**src/hw/rtl/mpet_pkg.sv**
```systemverilog
// ============================================================================
// mpet_pkg - shared types and constants for the min-priority entry table
// Action and status codes, controller states and the command/status
// structs that pass between the controller and the datapath.
// ============================================================================
package mpet_pkg;

    localparam int ACTION_W        = 2;
    localparam int STATUS_W        = 2;
    localparam int ID_W            = 31;
    localparam int IN_LEVEL_W      = 4;
    localparam int COUNT_OUT_W     = 6;
    localparam int DEF_TABLE_DEPTH = 32;
    localparam int DEF_LEVEL_BITS  = 4;

    typedef enum logic [ACTION_W-1:0] {
        ACT_INSERT = 2'd0,
        ACT_REMOVE = 2'd1,
        ACT_PEEK   = 2'd2,
        ACT_CLEAR  = 2'd3
    } action_t;

    typedef enum logic [STATUS_W-1:0] {
        STS_OK        = 2'd0,
        STS_FULL      = 2'd1,
        STS_NOT_FOUND = 2'd2,
        STS_EMPTY     = 2'd3
    } status_t;

    typedef enum logic [2:0] {
        ST_IDLE   = 3'd0,
        ST_EXEC   = 3'd1,
        ST_SCAN   = 3'd2,
        ST_DRAIN  = 3'd3,
        ST_OUTPUT = 3'd4
    } state_t;

    typedef struct packed {
        logic capture;
        logic exec;
        logic scan_issue;
        logic load_out;
    } dp_cmd_t;

    typedef struct packed {
        logic scan_needed;
        logic last_issue;
        logic out_free;
    } dp_sts_t;

endpackage

```
**src/hw/rtl/mpet_req_if.sv**
```systemverilog
// ============================================================================
// mpet_req_if - request channel of the min-priority entry table
// Valid/ready handshake carrying one action beat.
// ============================================================================
interface mpet_req_if;
    logic                              valid;
    logic                              ready;
    logic [mpet_pkg::ACTION_W-1:0]     action;
    logic [mpet_pkg::ID_W-1:0]         entry_id;
    logic [mpet_pkg::IN_LEVEL_W-1:0]   entry_level;

    modport source (output valid, action, entry_id, entry_level, input ready);
    modport sink   (input valid, action, entry_id, entry_level, output ready);
endinterface

```
**src/hw/rtl/mpet_rsp_if.sv**
```systemverilog
// ============================================================================
// mpet_rsp_if - response channel of the min-priority entry table
// Valid/ready handshake carrying one result beat.
// ============================================================================
interface mpet_rsp_if;
    logic                              valid;
    logic                              ready;
    logic [mpet_pkg::STATUS_W-1:0]     status;
    logic [mpet_pkg::ID_W-1:0]         next_id;
    logic [mpet_pkg::IN_LEVEL_W-1:0]   next_level;
    logic [mpet_pkg::COUNT_OUT_W-1:0]  entry_count;

    modport source (output valid, status, next_id, next_level, entry_count, input ready);
    modport sink   (input valid, status, next_id, next_level, entry_count, output ready);
endinterface

```
**src/hw/rtl/mpet_ctrl.sv**
```systemverilog
// ============================================================================
// mpet_ctrl - sequencer of the min-priority entry table
// Steps each action through execute, table walk and result hand-off.
// ============================================================================
module mpet_ctrl (
    input  logic              clk,
    input  logic              rst_n,
    input  logic              req_valid,
    output logic              req_ready,
    input  mpet_pkg::dp_sts_t sts,
    output mpet_pkg::dp_cmd_t cmd
);

    mpet_pkg::state_t state_reg;
    mpet_pkg::state_t state_next;

    always_ff @(posedge clk or negedge rst_n)
    begin
        if (!rst_n)
        begin
            state_reg <= mpet_pkg::ST_IDLE;
        end
        else
        begin
            state_reg <= state_next;
        end
    end

    always_comb
    begin
        state_next = state_reg;
        unique case (state_reg)
            mpet_pkg::ST_IDLE:
            begin
                if (req_valid)
                begin
                    state_next = mpet_pkg::ST_EXEC;
                end
            end
            mpet_pkg::ST_EXEC:
            begin
                state_next = sts.scan_needed ? mpet_pkg::ST_SCAN : mpet_pkg::ST_OUTPUT;
            end
            mpet_pkg::ST_SCAN:
            begin
                if (sts.last_issue)
                begin
                    state_next = mpet_pkg::ST_DRAIN;
                end
            end
            mpet_pkg::ST_DRAIN:
            begin
                state_next = mpet_pkg::ST_OUTPUT;
            end
            mpet_pkg::ST_OUTPUT:
            begin
                if (sts.out_free)
                begin
                    state_next = mpet_pkg::ST_IDLE;
                end
            end
            default:
            begin
                state_next = mpet_pkg::ST_IDLE;
            end
        endcase
    end

    always_comb
    begin
        req_ready      = 1'b0;
        cmd.capture    = 1'b0;
        cmd.exec       = 1'b0;
        cmd.scan_issue = 1'b0;
        cmd.load_out   = 1'b0;
        unique case (state_reg)
            mpet_pkg::ST_IDLE:
            begin
                req_ready   = 1'b1;
                cmd.capture = req_valid;
            end
            mpet_pkg::ST_EXEC:
            begin
                cmd.exec = 1'b1;
            end
            mpet_pkg::ST_SCAN:
            begin
                cmd.scan_issue = 1'b1;
            end
            mpet_pkg::ST_DRAIN:
            begin
                cmd.load_out = 1'b0;
            end
            mpet_pkg::ST_OUTPUT:
            begin
                cmd.load_out = sts.out_free;
            end
            default:
            begin
                req_ready = 1'b0;
            end
        endcase
    end

    // walk ends only after the last read was issued
    a_drain_after_last: assert property (@(posedge clk) disable iff (!rst_n)
        (state_reg == mpet_pkg::ST_DRAIN) |-> $past(sts.last_issue))
        else $error("drain entered without final read");

    a_load_needs_room: assert property (@(posedge clk) disable iff (!rst_n)
        cmd.load_out |-> (state_reg == mpet_pkg::ST_OUTPUT) && sts.out_free)
        else $error("result loaded while output held");

endmodule

```
**src/hw/rtl/mpet_dp.sv**
```systemverilog
// ============================================================================
// mpet_dp - datapath of the min-priority entry table
// Entry memory, walk pointer, compare stage, lowest-level tracking and
// the result register.
// ============================================================================
module mpet_dp #(
    parameter int TABLE_DEPTH = mpet_pkg::DEF_TABLE_DEPTH,
    parameter int LEVEL_BITS  = mpet_pkg::DEF_LEVEL_BITS
) (
    input  logic                              clk,
    input  logic                              rst_n,
    input  mpet_pkg::dp_cmd_t                 cmd,
    output mpet_pkg::dp_sts_t                 sts,
    input  logic [mpet_pkg::ACTION_W-1:0]     req_action,
    input  logic [mpet_pkg::ID_W-1:0]         req_id,
    input  logic [mpet_pkg::IN_LEVEL_W-1:0]   req_level,
    input  logic                              rsp_ready,
    output logic                              rsp_valid,
    output logic [mpet_pkg::STATUS_W-1:0]     rsp_status,
    output logic [mpet_pkg::ID_W-1:0]         rsp_next_id,
    output logic [mpet_pkg::IN_LEVEL_W-1:0]   rsp_next_level,
    output logic [mpet_pkg::COUNT_OUT_W-1:0]  rsp_entry_count
);

    localparam int IDX_W = $clog2(TABLE_DEPTH);
    localparam int CNT_W = $clog2(TABLE_DEPTH + 1);
    localparam int ENT_W = mpet_pkg::ID_W + LEVEL_BITS;

    logic [ENT_W-1:0] mem [TABLE_DEPTH];

    mpet_pkg::action_t         act_reg;
    mpet_pkg::status_t         status_reg;
    logic [mpet_pkg::ID_W-1:0] id_reg;
    logic [LEVEL_BITS-1:0]     lvl_reg;
    logic [CNT_W-1:0]          count_reg;
    logic [CNT_W-1:0]          ptr_reg;
    logic                      cmp_valid_reg;
    logic [IDX_W-1:0]          cmp_idx_reg;
    logic [ENT_W-1:0]          rd_data_reg;
    logic                      found_reg;
    logic [mpet_pkg::ID_W-1:0] best_id_reg;
    logic [LEVEL_BITS-1:0]     best_lvl_reg;

    logic                                 out_valid_reg;
    mpet_pkg::status_t                    out_status_reg;
    logic [mpet_pkg::ID_W-1:0]            out_id_reg;
    logic [mpet_pkg::IN_LEVEL_W-1:0]      out_lvl_reg;
    logic [mpet_pkg::COUNT_OUT_W-1:0]     out_count_reg;

    logic [mpet_pkg::IN_LEVEL_W+LEVEL_BITS-1:0]  lvl_in_ext;
    logic [mpet_pkg::IN_LEVEL_W+LEVEL_BITS-1:0]  lvl_out_ext;
    logic [mpet_pkg::COUNT_OUT_W+CNT_W-1:0]      count_out_ext;

    logic [mpet_pkg::ID_W-1:0] rd_id;
    logic [LEVEL_BITS-1:0]     rd_lvl;
    logic                      is_full;
    logic                      ins_ok;
    logic                      shift_wr;
    logic                      wr_en;
    logic [IDX_W-1:0]          wr_addr;
    logic [ENT_W-1:0]          wr_data;
    logic                      remove_hit;
    logic                      peek_ok;
    mpet_pkg::status_t         fin_status;
    logic [CNT_W-1:0]          fin_count;
    logic                      out_free;

    assign lvl_in_ext = {{LEVEL_BITS{1'b0}}, req_level};
    assign rd_id      = rd_data_reg[ENT_W-1:LEVEL_BITS];
    assign rd_lvl     = rd_data_reg[LEVEL_BITS-1:0];

    assign is_full  = (count_reg == CNT_W'(TABLE_DEPTH));
    assign ins_ok   = cmd.exec && (act_reg == mpet_pkg::ACT_INSERT) && !is_full;
    // once the match is behind us, every later entry moves down one slot
    assign shift_wr = cmp_valid_reg && (act_reg == mpet_pkg::ACT_REMOVE) && found_reg;
    assign wr_en    = ins_ok || shift_wr;
    assign wr_addr  = shift_wr ? (cmp_idx_reg - IDX_W'(1)) : count_reg[IDX_W-1:0];
    assign wr_data  = shift_wr ? rd_data_reg : {id_reg, lvl_reg};

    assign remove_hit = (act_reg == mpet_pkg::ACT_REMOVE) && (status_reg == mpet_pkg::STS_OK)
                        && found_reg;
    assign peek_ok    = (act_reg == mpet_pkg::ACT_PEEK) && (status_reg == mpet_pkg::STS_OK);
    assign fin_status = ((act_reg == mpet_pkg::ACT_REMOVE) && (status_reg == mpet_pkg::STS_OK)
                         && !found_reg) ? mpet_pkg::STS_NOT_FOUND : status_reg;
    assign fin_count  = remove_hit ? (count_reg - CNT_W'(1)) : count_reg;

    assign lvl_out_ext   = {{mpet_pkg::IN_LEVEL_W{1'b0}}, best_lvl_reg};
    assign count_out_ext = {{mpet_pkg::COUNT_OUT_W{1'b0}}, fin_count};

    assign out_free        = !out_valid_reg || rsp_ready;
    assign sts.out_free    = out_free;
    assign sts.scan_needed = ((act_reg == mpet_pkg::ACT_REMOVE) ||
                              (act_reg == mpet_pkg::ACT_PEEK)) && (count_reg != '0);
    assign sts.last_issue  = (CNT_W'(ptr_reg + CNT_W'(1)) == count_reg);

    // entry memory: one write port, one registered read port
    always_ff @(posedge clk)
    begin
        if (wr_en)
        begin
            mem[wr_addr] <= wr_data;
        end
        if (cmd.scan_issue)
        begin
            rd_data_reg <= mem[ptr_reg[IDX_W-1:0]];
        end
    end

    always_ff @(posedge clk or negedge rst_n)
    begin
        if (!rst_n)
        begin
            count_reg     <= '0;
            ptr_reg       <= '0;
            cmp_valid_reg <= 1'b0;
            found_reg     <= 1'b0;
            out_valid_reg <= 1'b0;
        end
        else
        begin
            cmp_valid_reg <= cmd.scan_issue;
            if (cmd.exec)
            begin
                ptr_reg   <= '0;
                found_reg <= 1'b0;
                if (ins_ok)
                begin
                    count_reg <= count_reg + CNT_W'(1);
                end
                else if (act_reg == mpet_pkg::ACT_CLEAR)
                begin
                    count_reg <= '0;
                end
            end
            if (cmd.scan_issue)
            begin
                ptr_reg <= ptr_reg + CNT_W'(1);
            end
            if (cmp_valid_reg)
            begin
                if ((act_reg == mpet_pkg::ACT_REMOVE) && !found_reg && (rd_id == id_reg))
                begin
                    found_reg <= 1'b1;
                end
                if ((act_reg == mpet_pkg::ACT_PEEK) && (!found_reg || (rd_lvl < best_lvl_reg)))
                begin
                    found_reg <= 1'b1;
                end
            end
            if (cmd.load_out)
            begin
                count_reg     <= fin_count;
                out_valid_reg <= 1'b1;
            end
            else if (rsp_ready)
            begin
                out_valid_reg <= 1'b0;
            end
        end
    end

    always_ff @(posedge clk)
    begin
        if (cmd.capture)
        begin
            act_reg <= mpet_pkg::action_t'(req_action);
            id_reg  <= req_id;
            lvl_reg <= lvl_in_ext[LEVEL_BITS-1:0];
        end
        if (cmd.exec)
        begin
            case (act_reg) inside
                mpet_pkg::ACT_INSERT:
                begin
                    status_reg <= is_full ? mpet_pkg::STS_FULL : mpet_pkg::STS_OK;
                end
                mpet_pkg::ACT_REMOVE, mpet_pkg::ACT_PEEK:
                begin
                    status_reg <= (count_reg == '0) ? mpet_pkg::STS_EMPTY : mpet_pkg::STS_OK;
                end
                default:
                begin
                    status_reg <= mpet_pkg::STS_OK;
                end
            endcase
        end
        if (cmd.scan_issue)
        begin
            cmp_idx_reg <= ptr_reg[IDX_W-1:0];
        end
        // strict compare keeps the earliest entry on a tie
        if (cmp_valid_reg && (act_reg == mpet_pkg::ACT_PEEK)
            && (!found_reg || (rd_lvl < best_lvl_reg)))
        begin
            best_id_reg  <= rd_id;
            best_lvl_reg <= rd_lvl;
        end
        if (cmd.load_out)
        begin
            out_status_reg <= fin_status;
            out_id_reg     <= peek_ok ? best_id_reg : '0;
            out_lvl_reg    <= peek_ok ? lvl_out_ext[mpet_pkg::IN_LEVEL_W-1:0] : '0;
            out_count_reg  <= count_out_ext[mpet_pkg::COUNT_OUT_W-1:0];
        end
    end

    assign rsp_valid       = out_valid_reg;
    assign rsp_status      = out_status_reg;
    assign rsp_next_id     = out_id_reg;
    assign rsp_next_level  = out_lvl_reg;
    assign rsp_entry_count = out_count_reg;

    a_count_bound: assert property (@(posedge clk) disable iff (!rst_n)
        count_reg <= CNT_W'(TABLE_DEPTH))
        else $error("entry count above table depth");

    a_shift_not_head: assert property (@(posedge clk) disable iff (!rst_n)
        shift_wr |-> (cmp_idx_reg != '0))
        else $error("compaction write below slot zero");

    a_read_in_range: assert property (@(posedge clk) disable iff (!rst_n)
        cmd.scan_issue |-> (ptr_reg < count_reg))
        else $error("walk read past last entry");

endmodule

```
**src/hw/rtl/min_priority_entry_table_core.sv**
```systemverilog
// ============================================================================
// min_priority_entry_table_core - bounded entry table with lowest-level peek
// Insert, clear and any action on an empty table go from execute straight to
// the result register; remove and peek on a held table first walk every held
// entry through the read port, one entry per cycle. A new request is taken
// only once the previous result has been loaded into the output register.
// Reset clears the entry count and handshake state; table contents are kept.
// ============================================================================
module min_priority_entry_table_core #(
    parameter int TABLE_DEPTH = mpet_pkg::DEF_TABLE_DEPTH,
    parameter int LEVEL_BITS  = mpet_pkg::DEF_LEVEL_BITS
) (
    input  logic       clk,
    input  logic       rst_n,
    mpet_req_if.sink   req,
    mpet_rsp_if.source rsp
);

    mpet_pkg::dp_cmd_t cmd;
    mpet_pkg::dp_sts_t sts;

    mpet_ctrl u_ctrl (
        .clk       (clk),
        .rst_n     (rst_n),
        .req_valid (req.valid),
        .req_ready (req.ready),
        .sts       (sts),
        .cmd       (cmd)
    );

    mpet_dp #(
        .TABLE_DEPTH (TABLE_DEPTH),
        .LEVEL_BITS  (LEVEL_BITS)
    ) u_dp (
        .clk             (clk),
        .rst_n           (rst_n),
        .cmd             (cmd),
        .sts             (sts),
        .req_action      (req.action),
        .req_id          (req.entry_id),
        .req_level       (req.entry_level),
        .rsp_ready       (rsp.ready),
        .rsp_valid       (rsp.valid),
        .rsp_status      (rsp.status),
        .rsp_next_id     (rsp.next_id),
        .rsp_next_level  (rsp.next_level),
        .rsp_entry_count (rsp.entry_count)
    );

endmodule
```
**src/flat_wrapper.sv**
```systemverilog
// flat-port wrapper written by rule: the top's interface ports become plain ports
module min_priority_entry_table_core_flat 
#(
    parameter int TABLE_DEPTH = mpet_pkg::DEF_TABLE_DEPTH,
    parameter int LEVEL_BITS  = mpet_pkg::DEF_LEVEL_BITS
)
  (clk, rst_n, req_valid, req_action, req_entry_id, req_entry_level, req_ready, rsp_valid, rsp_status, rsp_next_id, rsp_next_level, rsp_entry_count, rsp_ready);
  mpet_req_if req_i ();
  mpet_rsp_if rsp_i ();
  input  logic clk;
  input  logic rst_n;
  input wire logic [$bits(req_i.valid)-1:0] req_valid;
  input wire logic [$bits(req_i.action)-1:0] req_action;
  input wire logic [$bits(req_i.entry_id)-1:0] req_entry_id;
  input wire logic [$bits(req_i.entry_level)-1:0] req_entry_level;
  output wire logic [$bits(req_i.ready)-1:0] req_ready;
  output wire logic [$bits(rsp_i.valid)-1:0] rsp_valid;
  output wire logic [$bits(rsp_i.status)-1:0] rsp_status;
  output wire logic [$bits(rsp_i.next_id)-1:0] rsp_next_id;
  output wire logic [$bits(rsp_i.next_level)-1:0] rsp_next_level;
  output wire logic [$bits(rsp_i.entry_count)-1:0] rsp_entry_count;
  input wire logic [$bits(rsp_i.ready)-1:0] rsp_ready;
  assign req_i.valid = req_valid;
  assign req_i.action = req_action;
  assign req_i.entry_id = req_entry_id;
  assign req_i.entry_level = req_entry_level;
  assign req_ready = req_i.ready;
  assign rsp_valid = rsp_i.valid;
  assign rsp_status = rsp_i.status;
  assign rsp_next_id = rsp_i.next_id;
  assign rsp_next_level = rsp_i.next_level;
  assign rsp_entry_count = rsp_i.entry_count;
  assign rsp_i.ready = rsp_ready;
  min_priority_entry_table_core #(.TABLE_DEPTH(TABLE_DEPTH), .LEVEL_BITS(LEVEL_BITS)) u_core (.clk(clk), .rst_n(rst_n), .req(req_i), .rsp(rsp_i));
endmodule
```
**config.mk**
```make
export PLATFORM = sky130hd
export DESIGN_NAME = min_priority_entry_table_core_flat
export DESIGN_NICKNAME = d
export VERILOG_FILES = /design/src/hw/rtl/mpet_pkg.sv /design/src/hw/rtl/mpet_req_if.sv /design/src/hw/rtl/mpet_rsp_if.sv /design/src/hw/rtl/mpet_ctrl.sv /design/src/hw/rtl/mpet_dp.sv /design/src/hw/rtl/min_priority_entry_table_core.sv /design/src/flat_wrapper.sv
export SDC_FILE = /design/constraint.sdc
export NUM_CORES = 1
export LEC_CHECK = 0
export BUFFER_PORTS_ARGS = -buffer_cell sky130_fd_sc_hd__buf_2
export CAP_MARGIN = 20
export CORE_MARGIN = 10
export CORE_UTILIZATION = 35
export CTS_CLUSTER_DIAMETER = 200
export DETAILED_ROUTE_END_ITERATION = 7
export PLACE_DENSITY = 0.47
export REMOVE_ABC_BUFFERS = 1
export SYNTH_ARGS = -nofsm -noshare
export SYNTH_HDL_FRONTEND = slang
export SYNTH_SLANG_ARGS = --single-unit
export TNS_END_PERCENT = 20
```
**constraint.sdc**
```tcl
create_clock -name clk -period 10.6 [get_ports clk]
set_input_delay 0 -clock clk [delete_from_list [all_inputs] [get_ports clk]]
set_output_delay 0 -clock clk [all_outputs]
set_load 0.01 [all_outputs]
```
# Word level (Yosys, flattened, before mapping)
# Memories as Yosys holds them, arrays and structs flattened. A register that Yosys moved wholly into a read port is not among the register bits.
# Index checks and enable logic that the tools add are counted.
# totals
regBits	140
latchBits	0
input_bits	41
wordCells	100
mem_bits_rw	1120
output_inout_bits	45
mem_bits_ro	0
n_memories	1
# classes
add_sub_neg	4
reduce_logical	33
n_eq_ne	13
div	0
shift	0
multipliers	0
mux	31
bitwise_logic	0
magnitude_cmp	1
# mem_list
memory	depth	width	read_ports	rd_clocked_by_memory_dff	wr	line_no	source
u_core.u_dp.mem	32	35	1	1	1	mpet_dp.sv:29	logic [ENT_W-1:0] mem [TABLE_DEPTH];
# ops
cell	n
6-bit two-way mux	7
35-bit two-way mux	1
31-bit == test	1
3-bit one-hot mux with 5 select lines	1
1-bit logical AND	14
1-bit two-way mux	14
6-bit by 1-bit adder with 6-bit output, second input constant	2
3-bit two-way mux	4
3-bit by 2-bit == test with 1-bit output, second input constant	2
6-bit == test	1
6-bit == test, second input constant	1
6-bit logical NOT	1
2-bit two-way mux	3
2-bit nonzero test	3
6-bit nonzero test	1
6-bit by 1-bit subtractor with 6-bit output, second input constant	1
5-bit two-way mux	1
5-bit by 1-bit subtractor with 5-bit output, second input constant	1
2-bit == test, second input constant	2
2-bit logical NOT	2
1-bit logical OR	4
4-bit less-than comparator	1
2-bit inequality test, second input constant	2
3-bit by 1-bit == test with 1-bit output, second input constant	1
other kinds (9)	11

# Logic depth before layout (Yosys ltp)
# Gate-level depths: netlist (run 1).
# logic_depth
ltp_word	7
depth_mapped	9
ltp_nobuf	6

# By module
# A second synthesis (run 1) with hierarchy kept.
# unflattened
hier_cells	2267
hier_area_um2	49366.1
# modules_own_cells
module	cells_each	seq_area_each_um2	n_inst	area_per_inst_um2
mpet_dp	2251	38722.1	1	49197.2
mpet_ctrl	16	75.1	1	168.9

# Worst setup path after synthesis (run 1)
# No wires, ideal clock.
# synth_path
path_type	reg-to-reg
from	register u_core.u_dp.count_reg[0]
to	memory u_core.u_dp.mem[2][0] in the netlist's numbering, enable pin
arrival_ns	5.198
stages_incl_launch_ff	10
required_ns	10.085
synth_period_minus_slack_ns	5.713
path_buffers	3
setup_time_ns	0.515
path_slack_ns	4.887
path_cell_list	dfrtp_1 -> clkbuf_1 -> inv_1 -> ha_1 -> or4b_1 -> buf_2 -> o211a_4 -> buf_6 -> a41oi_4 -> nor4_1
# synth_between
elab_chain_cells	6
word_cells_on_any_way	7
classes_between	eq/ne (1); mux (3); reduce/logical (3)
# synth_lines
element	line_no	source
start: declaration	mpet_dp.sv:35	logic [CNT_W-1:0] count_reg;
start signal: assignment	mpet_dp.sv:128	count_reg <= count_reg + CNT_W'(1);
start signal: assignment	mpet_dp.sv:152	count_reg <= fin_count;
6-bit == test	mpet_dp.sv:72	assign is_full = (count_reg == CNT_W'(TABLE_DEPTH));
1-bit logical NOT	mpet_dp.sv:73	assign ins_ok = cmd.exec && (act_reg == mpet_pkg::ACT_INSERT) && !is_full;
1-bit logical AND	mpet_dp.sv:73	
1-bit logical OR	mpet_dp.sv:76	assign wr_en = ins_ok || shift_wr;
1-bit two-way mux	mpet_dp.sv:99	if (wr_en)
1-bit two-way mux (not written as such)	mpet_dp.sv:101	mem[wr_addr] <= wr_data;
end: declaration	mpet_dp.sv:29	
# Parallel ways exist; a longest one is shown, timed or not.

# Final worst setup path (run 1)
# layout_path
from	register u_core.u_dp.act_reg[1]
to	memory u_core.u_dp.mem[4][9] in the netlist's numbering, enable pin
# layout_between
elab_chain_cells	6
word_cells_on_any_way	10
classes_between	eq/ne (1); mux (3); reduce/logical (6)
# layout_lines
element	line_no	source
start: declaration	mpet_dp.sv:31	mpet_pkg::action_t act_reg;
start signal: assignment	mpet_dp.sv:166	act_reg <= mpet_pkg::action_t'(req_action);
2-bit by 1-bit == test with 1-bit output or 2-bit logical NOT (tied branches)	mpet_dp.sv:75, mpet_dp.sv:73	
1-bit logical AND, on equally long branches (2 in series)	mpet_dp.sv:75, mpet_dp.sv:73	
1-bit logical OR	mpet_dp.sv:76	
1-bit two-way mux	mpet_dp.sv:99	
1-bit two-way mux (not written as such)	mpet_dp.sv:101	
# Parallel ways exist; a longest one is shown, timed or not.

==> impl_metrics.csv, run 1 <==
group,metric,value,unit
route,routed_wl,139000,um
power,p_per_area,224,mW/mm^2
power,leakagePower,18.9,nW
route,drcViolationCount,0,
worst_setup_path,regToRegStartpoint,"u_core.u_dp.act_reg[1]",
worst_setup_path,arrival,4.78,ns
clock_network,cts_tree,"built",
finish,layout-drive-gt1-share,19.9,%
die,fp.dieArea,0.159,mm^2
grt,grt_pass1_wl,197000,um
yosys,synth_top_cell_by_area,"edfxtp_1",
worst_hold_path,hp-start,"req_entry_id[6]",
worst_setup_path,required,10.99,ns
yosys,ys.flop_type,"edfxtp_1",
worst_hold_path,hold_class,"input pin to flop",
sta,fin_skew,0.0253,ns
worst_setup_path,start_kind,"flop",
grt,grt_max_degree,124,
clock_network,cts_root_buf,"clkbuf_16",
route,viasPerCell,5.28,
clock_network,clkSinkCount,1295,
worst_setup_path,rrSetupSlack,6.21,ns
power,power,13.2,mW
yosys,ys_seq_elements,1295,
placed_design,gp_congestion,0.785,
worst_setup_path,crit_path_end_kind,"flop",
worst_setup_path,crit_path_cell_trace,"inv_1 -> ha_1 -> and3_2 -> buf_4 -> nand2_1 -> and2_1 -> nor4_2 -> buf_4",
grt,met3_usage,3.73,%
yosys,synth-seq-area-share,77.3,%
worst_setup_path,cp_slowest_cell,"nor4_2",
clock_network,htree_levels,4,
sta,setup_viol,0,
worst_setup_path,crit_fanout,41,
run,cap_violations,0,
grt,grt.met2_usage,27.5,%
die,die_height,399,um
placed_design,io_buffers,85,
worst_setup_path,r2r_end,"u_core.u_dp.mem[4][9]",
die,boundaryPins,86,
clock_network,post_cts_resized,0,
outcome,status,"finished clean",
grt,grt_pass1_vias,26400,
sta,max_freq,228,MHz
grt,grt_usage,17.3,%
worst_setup_path,crit_type,"flop to flop",
yosys,async_reset_ff_share,1.39,%
grt,grt_antenna_before_repair,1,
worst_setup_path,cpMostUsedCell,"buf_4",
route,ant_nets,0,
sta,min_period,4.39,ns
die,row_count,138,
clock_network,numCtsBuffers,142,
finish,largest_reg_flops,1120,
yosys,synth_area_leaders,"edfxtp_1 76%, mux4_2 6.3%, mux2i_1 5.5%, a22oi_1 2.1%, nand2_1 1.4%",
clock_network,post_cts_buffers,0,
sta,hold_viol,0,
yosys,synth_enable_flop_cells,1277,
yosys,yosys.area.top_type_share,76.4,%
yosys,netlist_instances,2608,
placed_design,dp_hpwl,79000,um
sta,maxSlewHeadroom,29.0,%
die,start_util,35.3,%
finish,fill_cells,12500,
finish,regArea,0.0388,mm^2
yosys,synth_cell_types,61,
finish,multi_input_area,0.0109,mm^2
clock_network,max-clock-path-buffers,3,
sta,min_period_over_period,41.4,%
yosys,synth_area,0.0502,mm^2
route,drt_iter0_drc,2432,
route,wire_per_inst,28.5,um
route,vias,25800,
worst_hold_path,hold_end,"u_core.u_dp.id_reg[6]",
sta,rsz0062_at_grt,"false",
worst_setup_path,max_stage_delay,0.94,ns
power,ir_worst_vdd,0.175,mV
worst_setup_path,r2r_cells,8,
sta,worst_pin_slew,1.06,ns
die,die_w,399,um
yosys,yosys_warnings,0,
die,core-area,0.142,mm^2
finish,synthToLayoutAreaGrowth,17.5,%
grt,met1_usage,24.0,%
sta,drv_slew,0,
grt,busiest_layer,"met2",
yosys,avgSynthCellArea,19.2,um^2
grt,gr-total-overflow,0,
sta,whs,0.0445,ns
clock_network,clk_pin_slew,0.06,ns
route,drtPass1Iterations,5,
worst_hold_path,hold_depth,2,
clock_network,clk_latency,0.77,ns
finish,layout.nets,2933,
==> worst max-delay path by stage <==
stage	from	endpoint	slack, ns	depth (start not counted)
floorplan	u_core.u_dp.ptr_reg[0]	u_core.u_dp.cmp_idx_reg[0]	-5.55	0
global placement	u_core.u_dp.act_reg[1]	u_core.u_dp.mem[4][33]	6.34	7
detailed placement	u_core.u_dp.act_reg[1]	u_core.u_dp.mem[26][27]	6.26	8
CTS	u_core.u_dp.act_reg[1]	u_core.u_dp.mem[4][22]	6.20	7
global route	u_core.u_dp.act_reg[1]	u_core.u_dp.mem[4][9]	6.01	8
finish	u_core.u_dp.act_reg[1]	u_core.u_dp.mem[4][9]	6.21	8
==> per-stage QoR <==
step                utilization, %  TNS [ns]  area [um^2]  std cells  worst slack, ns
global placement              37.4         0        53200       4525             6.34
detailed placement            37.4         0        53200       4525             6.26
CTS                           41.1         0        58400       4855             6.20
finish                        41.5         0        59000       4881             6.21
floorplan                        -   -219.72        49500       2459            -5.55
global route                  41.5         0        59000       4880             6.01
==> critical path, delay by kind of cell (launching register included) <==
kind                     cells  cell delay, ns
buffers and inverters        3            1.32
flip-flops                   1            0.43
adder cells (fa/ha/maj)      1            0.33
AND/OR/NAND/NOR              4            1.84
==> synth_stat cells (2+ instances only) <==
cell	n
o31ai_1	3
nor3_1	29
mux2i_1	278
xnor2_1	41
a211oi_1	2
nand2b_1	7
o22ai_1	36
a41oi_4	2
buf_1	8
xor2_1	6
dfrtp_1	18
mux4_2	141
a2bb2oi_1	2
nand2_1	191
nand3_1	7
nor2b_1	36
and2_1	39
nor4bb_1	4
a31oi_1	5
nor2_1	12
o211ai_1	5
clkbuf_1	74
buf_6	7
nand4_1	10
inv_1	17
nor4_1	44
and3b_1	2
and4b_1	3
a21oi_1	3
and3_1	5
ha_1	12
buf_4	22
a221oi_1	2
nor3b_1	4
or3b_2	3
a211o_1	3
o21ai_0	14
edfxtp_1	1277
a22oi_1	140
a2111oi_0	36
buf_2	38
==> power by group <==
part	internal, mW	switching, mW	total (mW)	leakage (nW)
logic	0.829	1.24	2.07	5.02
registers	6.18	0.204	6.39	11.8
clock network	2.74	2.00	4.74	2.17
total	9.75	3.44	13.2	18.9
==> layer usage <==
| layer | up-vias | share of wire [%] |
|---|---|---|
| li1 | 11200 | - |
| met1 | 13600 | 45 |
| met2 | 813 | 47 |
| met3 | 162 | 6.5 |
| met4 | 0 | 2.0 |
| met5 | - | 0 |
==> area by class of cell <==
class	instances	area share, %
antenna	1	0.00424
clock buffer	181	6.38
clock inverter	73	1.15
inverter	17	0.110
multi-input combinational	1147	18.4
sequential	1295	65.8
tap	1890	4.01
timing repair buffer	277	4.15
==> cells by family after synthesis <==
family	synth area share (%)
flops	77.3
mux	11.9
simple gates	4.08
compound gates	4.03
buf+inv	1.61
xor+xnor	0.820
fa+ha+maj	0.299
==> placed cells by master, fill, tap and decap left out, drive strengths merged, types with 5 or more instances in the layout <==
cell and count:
edfxtp 1277, mux2i 278, buf 201, nand2 191, clkbuf 181, mux4 141, a22oi 140, dlygate4sd3 76
clkinv 56, nor4 44, xnor2 41, and2 39, o22ai 36, nor2b 36, a2111oi 36, nor3 29
inv 22, dfrtp 18, o21ai 14, nor2 12, ha 12, nand4 10, bufinv 9, nand2b 7
nand3 7, xor2 6, a31oi 6, o211ai 5, and3 5
==> repair_timing <==
item,CTS,global route
setup endpoints to repair,0,0
hold buffers,76,0
hold endpoints to repair,99,0
No activity file was read; power rests on OpenSTA's default activity.
==> inputs of run 2 (changes only) <==
PLACE_DENSITY = 0.49   (was 0.47)
clock period = 3.9 ns   (was 10.6 ns; I/O delays follow)
==> run 2 against run 1 <==
Register-to-register slack got worse by 5.7 ns. Wire length increased by 0.48%. Die area unchanged. Count of clock-buffer cells in the layout decreased by 14. Final cell count increased by 1.2%. Setup slack got worse by 5.7 ns. Sequential power increased to 2.7 times the previous value. Critical path depth decreased by 1. Via count increased by 1.6%. First-iteration DRC count increased by 11%.
==> impl_metrics.csv, run 2 (same netlist as run 1, synthesis figures left out) <==
group,metric,value,unit
clock_network,clk_pin_slew,0.06,ns
worst_setup_path,start_kind,"flop",
grt,gr-total-overflow,0,
route,viasPerCell,5.30,
worst_setup_path,crit_fanout,25,
clock_network,cts_root_buf,"clkbuf_16",
route,drcViolationCount,0,
power,power.switching,9.67,mW
worst_setup_path,regToRegStartpoint,"u_core.u_dp.count_reg[0]",
worst_hold_path,hold_depth,4,
finish,largest_reg_flops,1120,
die,fp.dieArea,0.159,mm^2
worst_setup_path,r2r_cells,7,
finish,fill_cells,12500,
worst_setup_path,required,4.34,ns
worst_setup_path,crit_type,"flop to flop",
die,boundaryPins,86,
placed_design,gp_congestion,0.803,
sta,setup_viol,0,
route,drtPass1Iterations,5,
sta,min_period_over_period,88.1,%
power,p_int,26.8,mW
outcome,status,"finished clean",
clock_network,htree_levels,4,
finish,n_antenna_cell,0,
sta,rsz0062_at_grt,"false",
worst_setup_path,rrSetupSlack,0.46,ns
route,ant_nets,0,
grt,grt_max_degree,47,
sta,worst_pin_slew,1.18,ns
grt,grt_usage,17.4,%
route,vias,26200,
power,comb_power_share,16.7,%
sta,setup-tns-final,0,ns
worst_hold_path,hp-start,"rsp_ready",
finish,synthToLayoutAreaGrowth,18.3,%
sta,worst_slack,0.464,ns
sta,drv_slew,0,
worst_setup_path,crit_cells,7,
worst_hold_path,hold_end,"u_core.u_dp.rsp_valid",
die,row_count,138,
sta,fin_skew,0.0344,ns
die,start_util,35.3,%
worst_setup_path,cp_top_family,"simple AND/OR/NAND/NOR gates",
worst_setup_path,arrival,3.88,ns
worst_setup_path,crit_start,"u_core.u_dp.count_reg[0]",
finish,final_common_cell,"edfxtp_1",
worst_hold_path,hold_class,"input pin to flop",
worst_setup_path,r2r_end,"u_core.u_dp.mem[8][28]",
finish,layout_common_cells,"1277 x edfxtp_1, 278 x mux2i_1, 190 x nand2_1, 154 x buf_4, 147 x clkbuf_16",
sta,max_freq,291,MHz
worst_setup_path,crit_path_end_kind,"flop",
die,die_height,399,um
die,core-area,0.142,mm^2
power,seqPwrFrac,47.5,%
clock_network,clkSinkCount,1295,
sta,hold_viol,0,
power,leakagePower,19.2,nW
worst_setup_path,crit_path_cell_trace,"inv_1 -> ha_1 -> or4b_1 -> o211a_4 -> a31oi_4 -> nor3_2 -> buf_12",
sta,maxSlewHeadroom,21.6,%
die,die_w,399,um
route,wire_per_inst,28.3,um
grt,grt_pass1_vias,26700,
finish,finalNonFillerCells,4940,
clock_network,cts_tree,"built",
placed_design,io_buffers,85,
clock_network,numCtsBuffers,142,
sta,min_period,3.44,ns
run,cap_violations,0,
placed_design,dp_hpwl,86100,um
placed_design,dp_worst_setup_slack,0.353,ns
grt,grt_pass1_wl,199000,um
placed_design,placed_cells,4611,
grt,grt_antenna_before_repair,7,
finish,regArea,0.0388,mm^2
power,p_per_area,614,mW/mm^2
worst_setup_path,critPathBufInv,2,
clock_network,clk_latency,0.77,ns
route,drt_iter0_drc,2701,
worst_setup_path,cp_slowest_cell,"nor3_2",
route,routed_wl,140000,um
power,p_clk_share,35.7,%
finish,multi_input_area,0.0109,mm^2
finish,layout.nets,2998,
finish,layout-drive-gt1-share,21.9,%
clock_network,max-clock-path-buffers,3,
power,switching_share,26.5,%
worst_setup_path,max_stage_delay,0.90,ns
power,ir_worst_vdd,0.451,mV
run 2: layer usage:
layer | GRT usage [%] | vias up | part of all wire [%]
met5 | 0 | - | 0.016
met4 | 4.80 | 4 | 2.3
met3 | 4.71 | 186 | 7.5
met2 | 26.5 | 882 | 45
met1 | 24.5 | 13900 | 45
li1 | - | 11300 | -
run 2: final cells by class:
cell class,count,share of cell area (%)
Multi-Input combinational cell,1147,18.3
Tap cell,1890,3.98
Inverter,17,0.110
Clock buffer,167,6.32
Sequential cell,1295,65.4
Clock inverter,82,1.22
Timing Repair Buffer,342,4.74
run 2: power by group through the flow:
stage                     Combinational [mW]  Sequential [mW]  Clock [mW]
after floorplan                         3.61             17.5           0
after global placement                  6.07             17.6           0
after detailed placement                6.15             17.6           0
after CTS                               6.23             17.3        13.3
after global routing                    6.60             17.4        13.9
final                                   6.10             17.3        13.0
run 2: worst reg2reg max path, cell delays in order (launching register included):
cell     delay [ns]
dfrtp_1        0.57
inv_1          0.23
ha_1           0.26
or4b_1         0.29
o211a_4        0.32
a31oi_4        0.23
nor3_2         0.90
buf_12         0.31
run 2: repair_timing:
item,CTS,global route
gates resized for setup,0,0
setup buffers,0,0
hold buffers,78,0
endpoints found under the hold margin,98,0
run 2: worst max-delay path by stage:
stage / slack [ns] / endpoint
2_1_floorplan: -12.25 / u_core.u_dp.cmp_idx_reg[0]
3_3_place_gp: 0.44 / u_core.u_dp.rd_data_reg[6]
3_5_place_dp: 0.35 / u_core.u_dp.mem[20][4]
4_1_cts: 0.35 / u_core.u_dp.mem[20][33]
5_1_grt: 0.26 / u_core.u_dp.mem[8][7]
6_report: 0.46 / u_core.u_dp.mem[8][28]
run 2: metrics by stage:
stage | power (mW) | hold WS [ns] | util (%) | cell area [um^2]
3_5_place_dp | 23.7 | -0.0215 | 38.1 | 54100
3_3_place_gp | 23.7 | -0.0183 | 38.1 | 54100
2_1_floorplan | 21.1 | -0.296 | - | 49500
5_1_grt | 37.9 | 0.151 | 41.8 | 59400
6_report | 36.4 | 0.119 | 41.8 | 59400
4_1_cts | 36.9 | 0.0515 | 41.8 | 59400
